**config.mk**
```make
export PLATFORM = sky130hd
export DESIGN_NAME = markov_note_learner_sampler_core
export DESIGN_NICKNAME = d
export VERILOG_FILES = /design/src/rtl/mnls_pkg.sv /design/src/rtl/mnls_ctrl.sv /design/src/rtl/mnls_div.sv /design/src/rtl/mnls_dp.sv /design/src/rtl/markov_note_learner_sampler_core.sv
export SDC_FILE = /design/constraint.sdc
export NUM_CORES = 2
export LEC_CHECK = 0
export ABC_AREA = 1
export BUFFER_PORTS_ARGS = -buffer_cell sky130_fd_sc_hd__buf_4
export CORE_MARGIN = 8
export CORE_UTILIZATION = 50
export DETAILED_ROUTE_END_ITERATION = 7
export PLACE_DENSITY = 0.68
export RECOVER_POWER = 50
export SLEW_MARGIN = 10
export SYNTH_ARGS = -nofsm -noshare
export SYNTH_HDL_FRONTEND = slang
export SYNTH_SLANG_ARGS = --single-unit
export TNS_END_PERCENT = 1
```
**constraint.sdc**
```tcl
create_clock -name i_clk -period 6.2 [get_ports i_clk]
set_input_delay 0.31 -clock i_clk [delete_from_list [all_inputs] [get_ports i_clk]]
set_output_delay 0.31 -clock i_clk [all_outputs]
set_load 0.01 [all_outputs]
```
**src/rtl/mnls_pkg.sv**
```systemverilog
// shared types and constants for the markov note learner / sampler
// no dependencies; imported by every module of the block except mnls_div
package mnls_pkg;

    localparam int IN_TDATA_W  = 32;
    localparam int IN_TUSER_W  = 2;
    localparam int OUT_TDATA_W = 16;
    localparam int NOTE_W      = 7;
    localparam int VEL_W       = 7;
    localparam int RAND_W      = 16;
    localparam int OCT_W       = 3;
    localparam int PC_OUT_W    = 4;
    localparam int MIDI_W      = 7;

    localparam logic [NOTE_W-1:0] BREAK_NOTE    = 7'd21;
    localparam logic [OCT_W-1:0]  OCTAVE_RESET  = 3'd4;
    localparam logic [OCT_W-1:0]  OCTAVE_MIN    = 3'd1;
    localparam logic [4:0]        COL_HALF      = 5'd4;
    localparam logic [4:0]        COL_TWENTIETH_A = 5'd1;
    localparam logic [4:0]        COL_TWENTIETH_B = 5'd10;
    localparam logic [4:0]        COL_TWENTIETH_C = 5'd11;

    typedef enum logic [1:0] {
        KIND_RECORD = 2'd0,
        KIND_START  = 2'd1,
        KIND_FINISH = 2'd2,
        KIND_PLAY   = 2'd3
    } t_kind;

    typedef enum logic [3:0] {
        S_IDLE,
        S_DECODE,
        S_REC_WR,
        S_SUM_RD,
        S_SUM_ACC,
        S_NORM_CHK,
        S_NORM_RD,
        S_NORM_DIV,
        S_NORM_WAIT,
        S_ROW_NEXT,
        S_PLAY_RD,
        S_PLAY_CHK,
        S_EMIT
    } t_state;

    typedef enum logic {
        RD_REC,
        RD_TAB
    } t_rd_sel;

    typedef enum logic [1:0] {
        WR_INC,
        WR_QUO,
        WR_ONE
    } t_wr_sel;

    typedef struct packed {
        logic    load;
        logic    clear_table;
        logic    rec_update;
        logic    rec_off;
        logic    rd_en;
        t_rd_sel rd_sel;
        logic    wr_en;
        t_wr_sel wr_sel;
        logic    col_clr;
        logic    col_inc;
        logic    row_clr;
        logic    row_inc;
        logic    sum_clr;
        logic    sum_acc;
        logic    div_start;
        logic    play_load;
        logic    emit;
    } t_dp_cmd;

    typedef struct packed {
        t_kind kind;
        logic  recording;
        logic  vel_nz;
        logic  is_break;
        logic  prev_valid;
        logic  col_last;
        logic  row_last;
        logic  total_zero;
        logic  hit;
        logic  div_done;
        logic  out_free;
    } t_dp_stat;

endpackage

```
**src/rtl/mnls_ctrl.sv**
```systemverilog
// sequencer for record, clear, normalize and play-walk operations
// depends on mnls_pkg for state, command and status types
module mnls_ctrl (
    input  logic              i_clk,
    input  logic              i_rst_n,
    input  logic              i_in_valid,
    output logic              o_in_ready,
    input  mnls_pkg::t_dp_stat i_stat,
    output mnls_pkg::t_dp_cmd  o_cmd
);
    import mnls_pkg::*;

    t_state r_state;
    t_state n_state;

    always_ff @(posedge i_clk) begin
        if (!i_rst_n) begin
            r_state <= S_IDLE;
        end else begin
            r_state <= n_state;
        end
    end

    always_comb begin
        n_state    = r_state;
        o_cmd      = '0;
        o_in_ready = 1'b0;
        case (r_state)
            S_IDLE: begin
                o_in_ready = i_rst_n;
                if (i_in_valid) begin
                    o_cmd.load = 1'b1;
                    n_state    = S_DECODE;
                end
            end
            S_DECODE: begin
                n_state = S_IDLE;
                case (i_stat.kind)
                    KIND_START: begin
                        o_cmd.clear_table = 1'b1;
                    end
                    KIND_RECORD: begin
                        if (i_stat.recording && i_stat.vel_nz) begin
                            if (!i_stat.is_break && i_stat.prev_valid) begin
                                o_cmd.rd_en  = 1'b1;
                                o_cmd.rd_sel = RD_REC;
                                n_state      = S_REC_WR;
                            end else begin
                                o_cmd.rec_update = 1'b1;
                            end
                        end
                    end
                    KIND_FINISH: begin
                        if (i_stat.recording) begin
                            o_cmd.rec_off = 1'b1;
                            o_cmd.row_clr = 1'b1;
                            o_cmd.col_clr = 1'b1;
                            o_cmd.sum_clr = 1'b1;
                            n_state       = S_SUM_RD;
                        end
                    end
                    KIND_PLAY: begin
                        if (!i_stat.recording) begin
                            o_cmd.play_load = 1'b1;
                            o_cmd.col_clr   = 1'b1;
                            o_cmd.sum_clr   = 1'b1;
                            n_state         = S_PLAY_RD;
                        end
                    end
                    default: begin
                        n_state = S_IDLE;
                    end
                endcase
            end
            S_REC_WR: begin
                o_cmd.wr_en      = 1'b1;
                o_cmd.wr_sel     = WR_INC;
                o_cmd.rec_update = 1'b1;
                n_state          = S_IDLE;
            end
            S_SUM_RD: begin
                o_cmd.rd_en  = 1'b1;
                o_cmd.rd_sel = RD_TAB;
                n_state      = S_SUM_ACC;
            end
            S_SUM_ACC: begin
                o_cmd.sum_acc = 1'b1;
                if (i_stat.col_last) begin
                    o_cmd.col_clr = 1'b1;
                    n_state       = S_NORM_CHK;
                end else begin
                    o_cmd.col_inc = 1'b1;
                    n_state       = S_SUM_RD;
                end
            end
            S_NORM_CHK: begin
                // empty row: all weight goes to entry 0, others already zero
                if (i_stat.total_zero) begin
                    o_cmd.wr_en  = 1'b1;
                    o_cmd.wr_sel = WR_ONE;
                    n_state      = S_ROW_NEXT;
                end else begin
                    n_state = S_NORM_RD;
                end
            end
            S_NORM_RD: begin
                o_cmd.rd_en  = 1'b1;
                o_cmd.rd_sel = RD_TAB;
                n_state      = S_NORM_DIV;
            end
            S_NORM_DIV: begin
                o_cmd.div_start = 1'b1;
                n_state         = S_NORM_WAIT;
            end
            S_NORM_WAIT: begin
                if (i_stat.div_done) begin
                    o_cmd.wr_en  = 1'b1;
                    o_cmd.wr_sel = WR_QUO;
                    if (i_stat.col_last) begin
                        o_cmd.col_clr = 1'b1;
                        n_state       = S_ROW_NEXT;
                    end else begin
                        o_cmd.col_inc = 1'b1;
                        n_state       = S_NORM_RD;
                    end
                end
            end
            S_ROW_NEXT: begin
                if (i_stat.row_last) begin
                    n_state = S_IDLE;
                end else begin
                    o_cmd.row_inc = 1'b1;
                    o_cmd.col_clr = 1'b1;
                    o_cmd.sum_clr = 1'b1;
                    n_state       = S_SUM_RD;
                end
            end
            S_PLAY_RD: begin
                o_cmd.rd_en  = 1'b1;
                o_cmd.rd_sel = RD_TAB;
                n_state      = S_PLAY_CHK;
            end
            S_PLAY_CHK: begin
                if (i_stat.hit) begin
                    n_state = S_EMIT;
                end else begin
                    o_cmd.sum_acc = 1'b1;
                    o_cmd.col_inc = 1'b1;
                    n_state       = i_stat.col_last ? S_EMIT : S_PLAY_RD;
                end
            end
            S_EMIT: begin
                if (i_stat.out_free) begin
                    o_cmd.emit = 1'b1;
                    n_state    = S_IDLE;
                end
            end
            default: begin
                n_state = S_IDLE;
            end
        endcase
    end

`ifndef SYNTH
    a_no_play_while_rec: assert property (@(posedge i_clk) disable iff (!i_rst_n)
        (r_state == S_PLAY_RD) |-> !i_stat.recording)
        else $error("play walk running while recording");
`endif

endmodule

```
**src/rtl/mnls_div.sv**
```systemverilog
// restoring divider, one quotient bit per cycle, quotient known to fit Q_W bits
// standalone; used by mnls_dp for row normalization
module mnls_div #(
    parameter int NUM_W = 34,
    parameter int DEN_W = 21,
    parameter int Q_W   = 17
) (
    input  logic             i_clk,
    input  logic             i_rst_n,
    input  logic             i_start,
    input  logic [NUM_W-1:0] i_num,
    input  logic [DEN_W-1:0] i_den,
    output logic             o_busy,
    output logic             o_done,
    output logic [Q_W-1:0]   o_quo
);
    localparam int CNT_W = $clog2(Q_W + 1);

    logic [DEN_W-1:0] r_rem;
    logic [DEN_W-1:0] r_den;
    logic [Q_W-1:0]   r_num_lo;
    logic [Q_W-1:0]   r_quo;
    logic [CNT_W-1:0] r_cnt;
    logic             r_busy;
    logic             r_done;
    logic [DEN_W:0]   trial;
    logic [DEN_W:0]   diff;
    logic             ge;

    assign trial = {r_rem, r_num_lo[Q_W-1]};
    assign diff  = trial - {1'b0, r_den};
    assign ge    = trial >= {1'b0, r_den};

    always_ff @(posedge i_clk) begin
        if (!i_rst_n) begin
            r_busy <= 1'b0;
            r_done <= 1'b0;
            r_cnt  <= '0;
        end else begin
            r_done <= 1'b0;
            if (i_start) begin
                r_busy <= 1'b1;
                r_cnt  <= CNT_W'(Q_W);
            end else if (r_busy) begin
                r_cnt <= r_cnt - 1'b1;
                if (r_cnt == CNT_W'(1)) begin
                    r_busy <= 1'b0;
                    r_done <= 1'b1;
                end
            end
        end
    end

    always_ff @(posedge i_clk) begin
        if (i_start) begin
            // high part is below the divisor since the quotient fits Q_W bits
            r_rem    <= DEN_W'(i_num[NUM_W-1:Q_W]);
            r_num_lo <= i_num[Q_W-1:0];
            r_den    <= i_den;
        end else if (r_busy) begin
            r_rem    <= ge ? diff[DEN_W-1:0] : trial[DEN_W-1:0];
            r_num_lo <= r_num_lo << 1;
            r_quo    <= {r_quo[Q_W-2:0], ge};
        end
    end

    assign o_busy = r_busy;
    assign o_done = r_done;
    assign o_quo  = r_quo;

endmodule

```
**src/rtl/mnls_dp.sv**
```systemverilog
// datapath: item registers, weight memory with valid bits, counters,
// accumulator, divider and output register; depends on mnls_pkg and mnls_div
module mnls_dp #(
    parameter int CLASSES       = 12,
    parameter int FRACTION_BITS = 16
) (
    input  logic                                i_clk,
    input  logic                                i_rst_n,
    input  mnls_pkg::t_dp_cmd                   i_cmd,
    output mnls_pkg::t_dp_stat                  o_stat,
    input  logic [mnls_pkg::IN_TDATA_W-1:0]     i_item_data,
    input  logic [mnls_pkg::IN_TUSER_W-1:0]     i_item_kind,
    input  logic                                i_cfg_we,
    input  logic [mnls_pkg::OCT_W-1:0]          i_cfg_data,
    input  logic                                i_out_ready,
    output logic                                o_out_valid,
    output logic [mnls_pkg::OUT_TDATA_W-1:0]    o_out_data
);
    import mnls_pkg::*;

    localparam int W      = FRACTION_BITS + 1;
    localparam int RW     = $clog2(CLASSES);
    localparam int CW     = $clog2(CLASSES + 1);
    localparam int DEPTH  = CLASSES * CLASSES;
    localparam int ADDR_W = $clog2(DEPTH);
    localparam int TOT_W  = W + $clog2(CLASSES);
    localparam int NUM_W  = 2 * FRACTION_BITS + 2;

    localparam logic [W-1:0] ONE_Q = W'(64'd1 << FRACTION_BITS);
    localparam logic [W-1:0] W_HALF = W'((64'd1 << FRACTION_BITS) / 64'd2);
    localparam logic [W-1:0] W_TENTH =
        W'(((64'd1 << FRACTION_BITS) * 64'd10 + 64'd50) / 64'd100);
    localparam logic [W-1:0] W_TWENTIETH =
        W'(((64'd1 << FRACTION_BITS) * 64'd5 + 64'd50) / 64'd100);

    function automatic logic [RW-1:0] note_class(input logic [NOTE_W-1:0] n);
        logic [RW-1:0] res;
        res = '0;
        for (int i = 0; i < (1 << NOTE_W); i++) begin
            if (n == NOTE_W'(i)) begin
                res = RW'(i % CLASSES);
            end
        end
        return res;
    endfunction

    function automatic logic [W-1:0] preset_w(input logic [RW-1:0] c);
        logic [4:0] cc;
        logic [W-1:0] res;
        cc = 5'(c);
        if (cc == COL_HALF) begin
            res = W_HALF;
        end else if (cc == COL_TWENTIETH_A || cc == COL_TWENTIETH_B ||
                     cc == COL_TWENTIETH_C) begin
            res = W_TWENTIETH;
        end else begin
            res = W_TENTH;
        end
        return res;
    endfunction

    // latched item
    t_kind             r_kind;
    logic [NOTE_W-1:0] r_note;
    logic [VEL_W-1:0]  r_vel;
    logic              r_heard;
    logic [RAND_W-1:0] r_rnd;

    // control state
    logic              r_recording;
    logic              r_prev_valid;
    logic [RW-1:0]     r_prev;
    logic [RW-1:0]     r_cur_note;
    logic [OCT_W-1:0]  r_octave;
    logic              r_blank_zero;
    logic [DEPTH-1:0]  r_valid;

    // walk / sweep state
    logic [RW-1:0]     r_row;
    logic [CW-1:0]     r_col;
    logic [TOT_W-1:0]  r_sum;

    // memory and registered read
    logic [W-1:0]      r_mem [DEPTH];
    logic [W-1:0]      r_rd_q;
    logic              r_rd_valid;
    logic [RW-1:0]     r_rd_col;

    // output register
    logic                r_out_valid;
    logic [PC_OUT_W-1:0] r_out_pc;
    logic [MIDI_W-1:0]   r_out_midi;

    logic [RW-1:0]      cur;
    logic               vel_nz;
    logic               is_break;
    logic [ADDR_W-1:0]  rec_addr;
    logic [ADDR_W-1:0]  tab_addr;
    logic [ADDR_W-1:0]  rd_addr;
    logic [ADDR_W-1:0]  wr_addr;
    logic [W-1:0]       wr_data;
    logic [W-1:0]       w_rd;
    logic [FRACTION_BITS+RAND_W-1:0] rnd_wide;
    logic [FRACTION_BITS-1:0]        target;
    logic [TOT_W:0]     walk_sum;
    logic [NUM_W-1:0]   div_num;
    logic               div_busy;
    logic               div_done;
    logic [W-1:0]       div_quo;
    logic [OCT_W-1:0]   oct_eff;
    logic [7:0]         midi_wide;
    logic               out_free;

    assign cur      = note_class(r_note);
    assign vel_nz   = r_vel != '0;
    assign is_break = r_note == BREAK_NOTE;
    assign rec_addr = ADDR_W'(r_prev) * ADDR_W'(CLASSES) + ADDR_W'(cur);
    assign tab_addr = ADDR_W'(r_row) * ADDR_W'(CLASSES) + ADDR_W'(r_col[RW-1:0]);
    assign rd_addr  = (i_cmd.rd_sel == RD_REC) ? rec_addr : tab_addr;

    // entries not written since reset or start read as preset or zero
    always_comb begin
        if (r_rd_valid) begin
            w_rd = r_rd_q;
        end else if (r_blank_zero) begin
            w_rd = '0;
        end else begin
            w_rd = preset_w(r_rd_col);
        end
    end

    always_comb begin
        wr_addr = tab_addr;
        wr_data = ONE_Q;
        case (i_cmd.wr_sel)
            WR_INC: begin
                wr_addr = rec_addr;
                wr_data = (w_rd == '1) ? w_rd : w_rd + 1'b1;
            end
            WR_QUO: begin
                wr_data = div_quo;
            end
            WR_ONE: begin
                wr_data = ONE_Q;
            end
            default: begin
                wr_data = ONE_Q;
            end
        endcase
    end

    assign rnd_wide = {r_rnd, {FRACTION_BITS{1'b0}}};
    assign target   = rnd_wide[FRACTION_BITS+RAND_W-1:RAND_W];
    assign walk_sum = {1'b0, r_sum} + (TOT_W + 1)'(w_rd);

    // rounded fraction: (count << F + total / 2) / total
    assign div_num = (NUM_W'(w_rd) << FRACTION_BITS) + NUM_W'(r_sum >> 1);

    mnls_div #(
        .NUM_W (NUM_W),
        .DEN_W (TOT_W),
        .Q_W   (W)
    ) u_div (
        .i_clk   (i_clk),
        .i_rst_n (i_rst_n),
        .i_start (i_cmd.div_start),
        .i_num   (div_num),
        .i_den   (r_sum),
        .o_busy  (div_busy),
        .o_done  (div_done),
        .o_quo   (div_quo)
    );

    assign oct_eff   = (r_octave == '0) ? OCTAVE_MIN : r_octave;
    assign midi_wide = 8'(r_col) + 8'(oct_eff) * 8'(CLASSES);
    assign out_free  = !r_out_valid || i_out_ready;

    always_ff @(posedge i_clk) begin
        if (i_cmd.load) begin
            r_kind  <= t_kind'(i_item_kind);
            r_note  <= i_item_data[6:0];
            r_vel   <= i_item_data[13:7];
            r_heard <= i_item_data[14];
            r_rnd   <= i_item_data[30:15];
        end
    end

    always_ff @(posedge i_clk) begin
        if (!i_rst_n) begin
            r_recording  <= 1'b0;
            r_prev_valid <= 1'b0;
            r_prev       <= '0;
            r_cur_note   <= '0;
            r_octave     <= OCTAVE_RESET;
            r_blank_zero <= 1'b0;
            r_valid      <= '0;
            r_out_valid  <= 1'b0;
        end else begin
            if (i_cfg_we) begin
                r_octave <= i_cfg_data;
            end
            if (i_cmd.clear_table) begin
                r_valid      <= '0;
                r_blank_zero <= 1'b1;
                r_recording  <= 1'b1;
                r_prev_valid <= 1'b0;
                r_prev       <= '0;
            end else if (i_cmd.wr_en) begin
                r_valid[wr_addr] <= 1'b1;
            end
            if (i_cmd.rec_off) begin
                r_recording <= 1'b0;
            end
            if (i_cmd.rec_update) begin
                if (is_break) begin
                    r_prev_valid <= 1'b0;
                end else begin
                    r_prev_valid <= 1'b1;
                    r_prev       <= cur;
                end
            end
            if (i_cmd.emit) begin
                r_out_valid <= 1'b1;
                r_cur_note  <= (r_col == CW'(CLASSES)) ? '0 : r_col[RW-1:0];
            end else if (i_out_ready) begin
                r_out_valid <= 1'b0;
            end
        end
    end

    always_ff @(posedge i_clk) begin
        if (i_cmd.row_clr) begin
            r_row <= '0;
        end else if (i_cmd.row_inc) begin
            r_row <= r_row + 1'b1;
        end else if (i_cmd.play_load) begin
            if (r_heard) begin
                r_row <= vel_nz ? cur : '0;
            end else begin
                r_row <= r_cur_note;
            end
        end
        if (i_cmd.col_clr) begin
            r_col <= '0;
        end else if (i_cmd.col_inc) begin
            r_col <= r_col + 1'b1;
        end
        if (i_cmd.sum_clr) begin
            r_sum <= '0;
        end else if (i_cmd.sum_acc) begin
            r_sum <= walk_sum[TOT_W-1:0];
        end
        if (i_cmd.emit) begin
            r_out_pc   <= PC_OUT_W'(r_col);
            r_out_midi <= midi_wide[MIDI_W-1:0];
        end
    end

    always_ff @(posedge i_clk) begin
        if (i_cmd.wr_en) begin
            r_mem[wr_addr] <= wr_data;
        end
        if (i_cmd.rd_en) begin
            r_rd_q     <= r_mem[rd_addr];
            r_rd_valid <= r_valid[rd_addr];
            r_rd_col   <= (i_cmd.rd_sel == RD_REC) ? cur : r_col[RW-1:0];
        end
    end

    always_comb begin
        o_stat.kind       = r_kind;
        o_stat.recording  = r_recording;
        o_stat.vel_nz     = vel_nz;
        o_stat.is_break   = is_break;
        o_stat.prev_valid = r_prev_valid;
        o_stat.col_last   = r_col == CW'(CLASSES - 1);
        o_stat.row_last   = r_row == RW'(CLASSES - 1);
        o_stat.total_zero = r_sum == '0;
        o_stat.hit        = walk_sum >= (TOT_W + 1)'(target);
        o_stat.div_done   = div_done;
        o_stat.out_free   = out_free;
    end

    assign o_out_valid = r_out_valid;
    assign o_out_data  = {{(OUT_TDATA_W - PC_OUT_W - MIDI_W){1'b0}}, r_out_midi, r_out_pc};

`ifndef SYNTH
    a_emit_free: assert property (@(posedge i_clk) disable iff (!i_rst_n)
        i_cmd.emit |-> (!r_out_valid || i_out_ready))
        else $error("result overwrites a pending transaction");
    a_div_idle: assert property (@(posedge i_clk) disable iff (!i_rst_n)
        i_cmd.div_start |-> !div_busy)
        else $error("divider restarted while busy");
    a_inc_rec: assert property (@(posedge i_clk) disable iff (!i_rst_n)
        (i_cmd.wr_en && i_cmd.wr_sel == WR_INC) |-> (r_recording && r_prev_valid))
        else $error("count update outside recording");
`endif

endmodule

```
**src/rtl/markov_note_learner_sampler_core.sv**
```systemverilog
// a start clears the table, a record note may update one count, a play walks up to
// CLASSES entries of a row, and a finish normalizes every row with the bit-serial divider;
// one transaction in flight, the result register frees the input while a result waits
// reset (synchronous, active low): table reads as preset weights, not recording,
// no previous note, current note 0, octave 4; no clearing pass is needed
module markov_note_learner_sampler_core #(
    parameter int CLASSES       = 12,
    parameter int FRACTION_BITS = 16
) (
    input  logic                                i_clk,
    input  logic                                i_rst_n,
    // input stream
    input  logic                                i_s_axis_tvalid,
    output logic                                o_s_axis_tready,
    // [6:0] note, [13:7] velocity, [14] heard, [30:15] random, [31] zero
    input  logic [mnls_pkg::IN_TDATA_W-1:0]     i_s_axis_tdata,
    // [1:0] kind
    input  logic [mnls_pkg::IN_TUSER_W-1:0]     i_s_axis_tuser,
    // result stream
    output logic                                o_m_axis_tvalid,
    input  logic                                i_m_axis_tready,
    // [3:0] pitch_class, [10:4] midi_note, [15:11] zero
    output logic [mnls_pkg::OUT_TDATA_W-1:0]    o_m_axis_tdata,
    // octave register write
    input  logic                                i_cfg_valid,
    output logic                                o_cfg_ready,
    input  logic [mnls_pkg::OCT_W-1:0]          i_cfg_data
);
    import mnls_pkg::*;

    t_dp_cmd  cmd;
    t_dp_stat stat;

    // octave writes are taken whenever out of reset
    assign o_cfg_ready = i_rst_n;

    // controller: accepts one transaction and sequences the datapath
    mnls_ctrl u_ctrl (
        .i_clk      (i_clk),
        .i_rst_n    (i_rst_n),
        .i_in_valid (i_s_axis_tvalid),
        .o_in_ready (o_s_axis_tready),
        .i_stat     (stat),
        .o_cmd      (cmd)
    );

    // datapath: weight memory, normalizer divider, play walk, result register
    mnls_dp #(
        .CLASSES       (CLASSES),
        .FRACTION_BITS (FRACTION_BITS)
    ) u_dp (
        .i_clk       (i_clk),
        .i_rst_n     (i_rst_n),
        .i_cmd       (cmd),
        .o_stat      (stat),
        .i_item_data (i_s_axis_tdata),
        .i_item_kind (i_s_axis_tuser),
        .i_cfg_we    (i_cfg_valid),
        .i_cfg_data  (i_cfg_data),
        .i_out_ready (i_m_axis_tready),
        .o_out_valid (o_m_axis_tvalid),
        .o_out_data  (o_m_axis_tdata)
    );

endmodule

```
==> impl_metrics.py <==
metrics = {
    "outcome": {
        "outcome": "finished with violations",
        "violations": "capacitance limit, slew limit",
    },
    "synth": {
        "synth_cells": 11901,
        "syn_area_sq_um": 122000,
        "synth_seq_cells": 2787,
        "synth_seq_area_share_pct": 66.7,
        "avgSynthCellArea_sq_um": 10.3,
        "synth_edf_count": 2584,
        "async_flop_share_pct": 0,
        "synth_warnings": 0,
        "synthFlopType": "edfxtp_1",
        "synth.distinct_cells": 52,
    },
    "critical_path": {
        "required_ns": 6.82,
        "critPathMaxFanout": 17,
        "rr_worst_depth": 21,
        "cp-start-kind": "flop",
        "arrival_ns": 6.61,
        "cp-end-kind": "flop",
        "worstSetupPathType": "reg -> reg",
    },
    "cts": {
        "clk_pin_slew_ns": 0.06,
        "h-tree-depth": 5,
        "cts_tree": "done",
        "clockBufferDepth": 4,
        "clock_latency_ns": 0.97,
        "cts-buffers-inserted": 302,
        "cts.sinks": 2787,
        "cts_root_buf": "clkbuf_16",
    },
    "drt": {
        "routed_via_density": 5.57,
        "avgRoutedWirePerCell_um": 22.2,
        "drt_wl_total_um": 343000,
        "first_pass_iters": 8,
        "drc_errors": 0,
        "drtIter0Drc": 10916,
        "num_vias": 86118,
        "postRouteAntennaNets": 0,
    },
    "worst_hold_path": {
        "hold_path_class": "in -> reg",
        "hold_path_depth": 2,
    },
    "timing": {
        "setup_viol": 0,
        "slew_headroom_pct": -132,
        "setup_slack_ns": 0.210,
        "finalHoldViolations": 0,
        "finalClockSkew_ns": 0.0798,
        "max_freq_mhz": 167,
        "maxSlewViolCount": 920,
        "setup_tns_ns": 0,
        "finalCriticalPeriod_ns": 5.99,
        "tightest_slew_ns": 3.48,
        "fin_crit_sh_pct": 96.6,
        "rsz0062_at_grt": "false",
    },
    "pwr": {
        "power.leakage_uw": 0.0558,
        "p_int_uw": 32600,
        "ir_worst_vdd_mv": 0.348,
        "p_comb_share_pct": 18.4,
        "p_switching_uw": 13600,
        "p_per_area_nw_per_um2": 338,
        "seqPwrFrac_pct": 44.9,
        "totalPowerFinal_uw": 46200,
        "sw_frac_of_total_pct": 29.4,
        "clkPwrFrac_pct": 36.6,
    },
    "placed_design": {
        "dp_cells": 14883,
        "pre_cts_slack_ns": 0.282,
        "dp_hpwl_um": 203000,
        "port_buffers": 54,
        "gp_congestion": 0.964,
    },
    "global_route": {
        "grt_pass1_wl_um": 511000,
        "grt-ovfl-total": 0,
        "antenna_found_initial": 6,
        "grt_pass1_vias": 82591,
        "grt_max_degree": 168,
        "track_usage_pct": 25.3,
    },
    "final_layout": {
        "final_core_util_pct": 56.1,
        "drive_gt1_share_pct": 6.75,
        "fin_nets": 12164,
        "syn_to_final_growth_pct": 11.5,
        "instances_no_fill": 15448,
    },
    "die": {
        "die_h_um": 511,
        "core_sq_um": 243000,
        "initial_core_util_pct": 50.3,
        "row_count": 181,
        "chipWidth_um": 511,
        "dieArea_sq_um": 261000,
        "num_io_pins": 61,
    },
    "run": {
        "drv_cap": 18,
    },
}
## state kept, by name (all words and copies together), names as in the netlist, 2 cells and up
register / count
u_dp.r_valid: 144
u_dp.r_octave: 3
u_dp.r_rnd: 16
u_dp.r_vel: 7
u_dp.r_out_midi: 7
u_dp.r_row: 4
u_dp.u_div.r_rem: 21
u_dp.r_note: 7
u_dp.r_prev: 4
u_dp.r_col: 4
u_dp.u_div.r_num_lo: 17
u_dp.u_div.o_quo: 17
u_dp.r_cur_note: 4
u_dp.u_div.r_den: 21
u_dp.u_div.r_cnt: 5
u_dp.r_rd_q: 17
u_ctrl.r_state: 4
u_dp.r_rd_col: 4
u_dp.r_kind: 2
u_dp.r_sum: 21
u_dp.r_mem: 2448
u_dp.r_out_pc: 2
## what timing repair did
action,in CTS,in global routing
resized for setup,0,2
buffers inserted,0,1
endpoints found under the setup margin,0,20
hold buffers,46,0
hold endpoints to repair,85,0
## critical path, cell delays in order, from the launching register on
cell and delay, ns:
edfxtp_1 0.55, inv_1 0.22, nor2_1 0.29, nand2_1 0.21, a21oi_1 0.17, nor2_1 0.07, nand3_1 0.06, nor2_1 0.05
nand4_1 0.07, nor2_1 0.05, nand4_1 0.22, ha_1 0.24, inv_1 0.07, fa_1 0.60, o21ai_0 0.33, inv_1 0.18
nand2_1 0.17, nor2_1 1.06, buf_4 0.42, nand2_1 0.22, inv_1 0.09, buf_4 0.26
## through the flow
stage | area [sq um] | hold WS [ns]
after CTS | 137000 | 0.000236
final | 137000 | 0.0831
after floorplan | 123000 | 0.394
after global routing | 137000 | 0.0662
after global placement | 127000 | 0.432
after detailed placement | 127000 | 0.439
## power groups by stage
stage / registers (uW) / clock network [uW] / logic, uW
after floorplan: 21100 / 0 / 4890
after global placement: 21100 / 0 / 8270
after detailed placement: 21100 / 0 / 8340
after CTS: 20700 / 17200 / 8410
after global routing: 20800 / 17900 / 9040
final: 20800 / 16900 / 8520
## area by class of cell
class	instances	area, sq um
Tap cell	3202	4010
Timing Repair inverter	1	7.51
Clock inverter	118	886
Timing Repair Buffer	440	3900
Sequential cell	2787	81700
Multi-Input combinational cell	6683	31000
Inverter	1818	6840
Fill cell	20121	107000
Antenna cell	2	5.00
Clock buffer	397	8270
## cell usage after synthesis (2+ instances only)
cell	n	share of area [%]
buf_4	72	0.44
clkbuf_1	132	0.40
edfxtp_1	2584	63
nand4_1	26	0.13
a21o_1	2	0.012
nor3_1	32	0.13
o21a_1	2	0.012
clkinv_1	3	0.0092
nor2_1	364	1.1
fa_1	8	0.13
buf_1	43	0.13
xor2_1	41	0.29
a21boi_0	2	0.012
o31ai_1	4	0.025
o22ai_1	12	0.061
o41ai_1	2	0.014
o211ai_1	251	1.5
nor2_4	4	0.037
buf_2	358	1.5
xnor2_1	22	0.16
nand2_1	3401	10
dfxtp_1	203	3.3
nor2_2	25	0.13
a41oi_1	6	0.043
nor3b_1	3	0.018
nand3b_1	19	0.12
inv_1	1803	5.5
nor4_1	3	0.015
o221ai_1	57	0.41
ha_1	81	0.83
a41o_1	10	0.082
a31oi_1	6	0.031
o21ai_0	261	1.1
o21bai_1	9	0.055
or2_2	3	0.015
o21ai_2	3	0.021
nand3_1	1690	6.9
inv_2	12	0.037
a21oi_1	300	1.2
o21ai_1	12	0.049
nand2_2	8	0.041
buf_6	12	0.11
## path summary, 6_finish.rpt
kind	to	slack [ns]	from
worst max-delay path	u_dp.r_mem[118][11]	0.21	u_dp.r_note[1]
worst min-delay path	u_dp.r_rnd[0]	0.08	i_s_axis_tdata[15]
worst max register to register	u_dp.r_mem[118][11]	0.21	u_dp.r_note[1]
worst min register to register	u_dp.r_valid[46]	0.45	u_dp.r_valid[46]
## layer usage
| metal | up-vias | routed length (um) | track usage, % | part of all wire [%] |
|---|---|---|---|---|
| li1 | 39825 | - | - | - |
| met1 | 41287 | 136000 | 34.1 | 40 |
| met2 | 4170 | 155000 | 39.6 | 45 |
| met3 | 828 | 34700 | 5.56 | 10 |
| met4 | 8 | 17100 | 11.5 | 5.0 |
| met5 | - | 57 | 0 | 0.017 |
## logic make-up after synthesis
kind of cell | count (synthesis) | synth area share, %
xor+xnor | 63 | 0.450
flops | 2787 | 66.7
fa+ha+maj | 89 | 0.958
buf+inv | 2435 | 8.12
other cells | 1 | 0.00306
compound gates | 944 | 4.70
simple gates | 5582 | 19.1
## placed cells by master, fill, tap and decap left out, drive strengths merged, types with 26 or more instances in the layout
cell / count
a21oi: 300
buf: 298
clkbuf: 493
clkinv: 96
dfxtp: 203
dlygate4sd3: 46
edfxtp: 2584
ha: 81
inv: 1818
nand2: 3409
nand3: 1691
nand4: 26
nor2: 393
nor3: 32
o211ai: 251
o21ai: 277
o221ai: 57
xor2: 41
(Power assumes the default switching activity.)
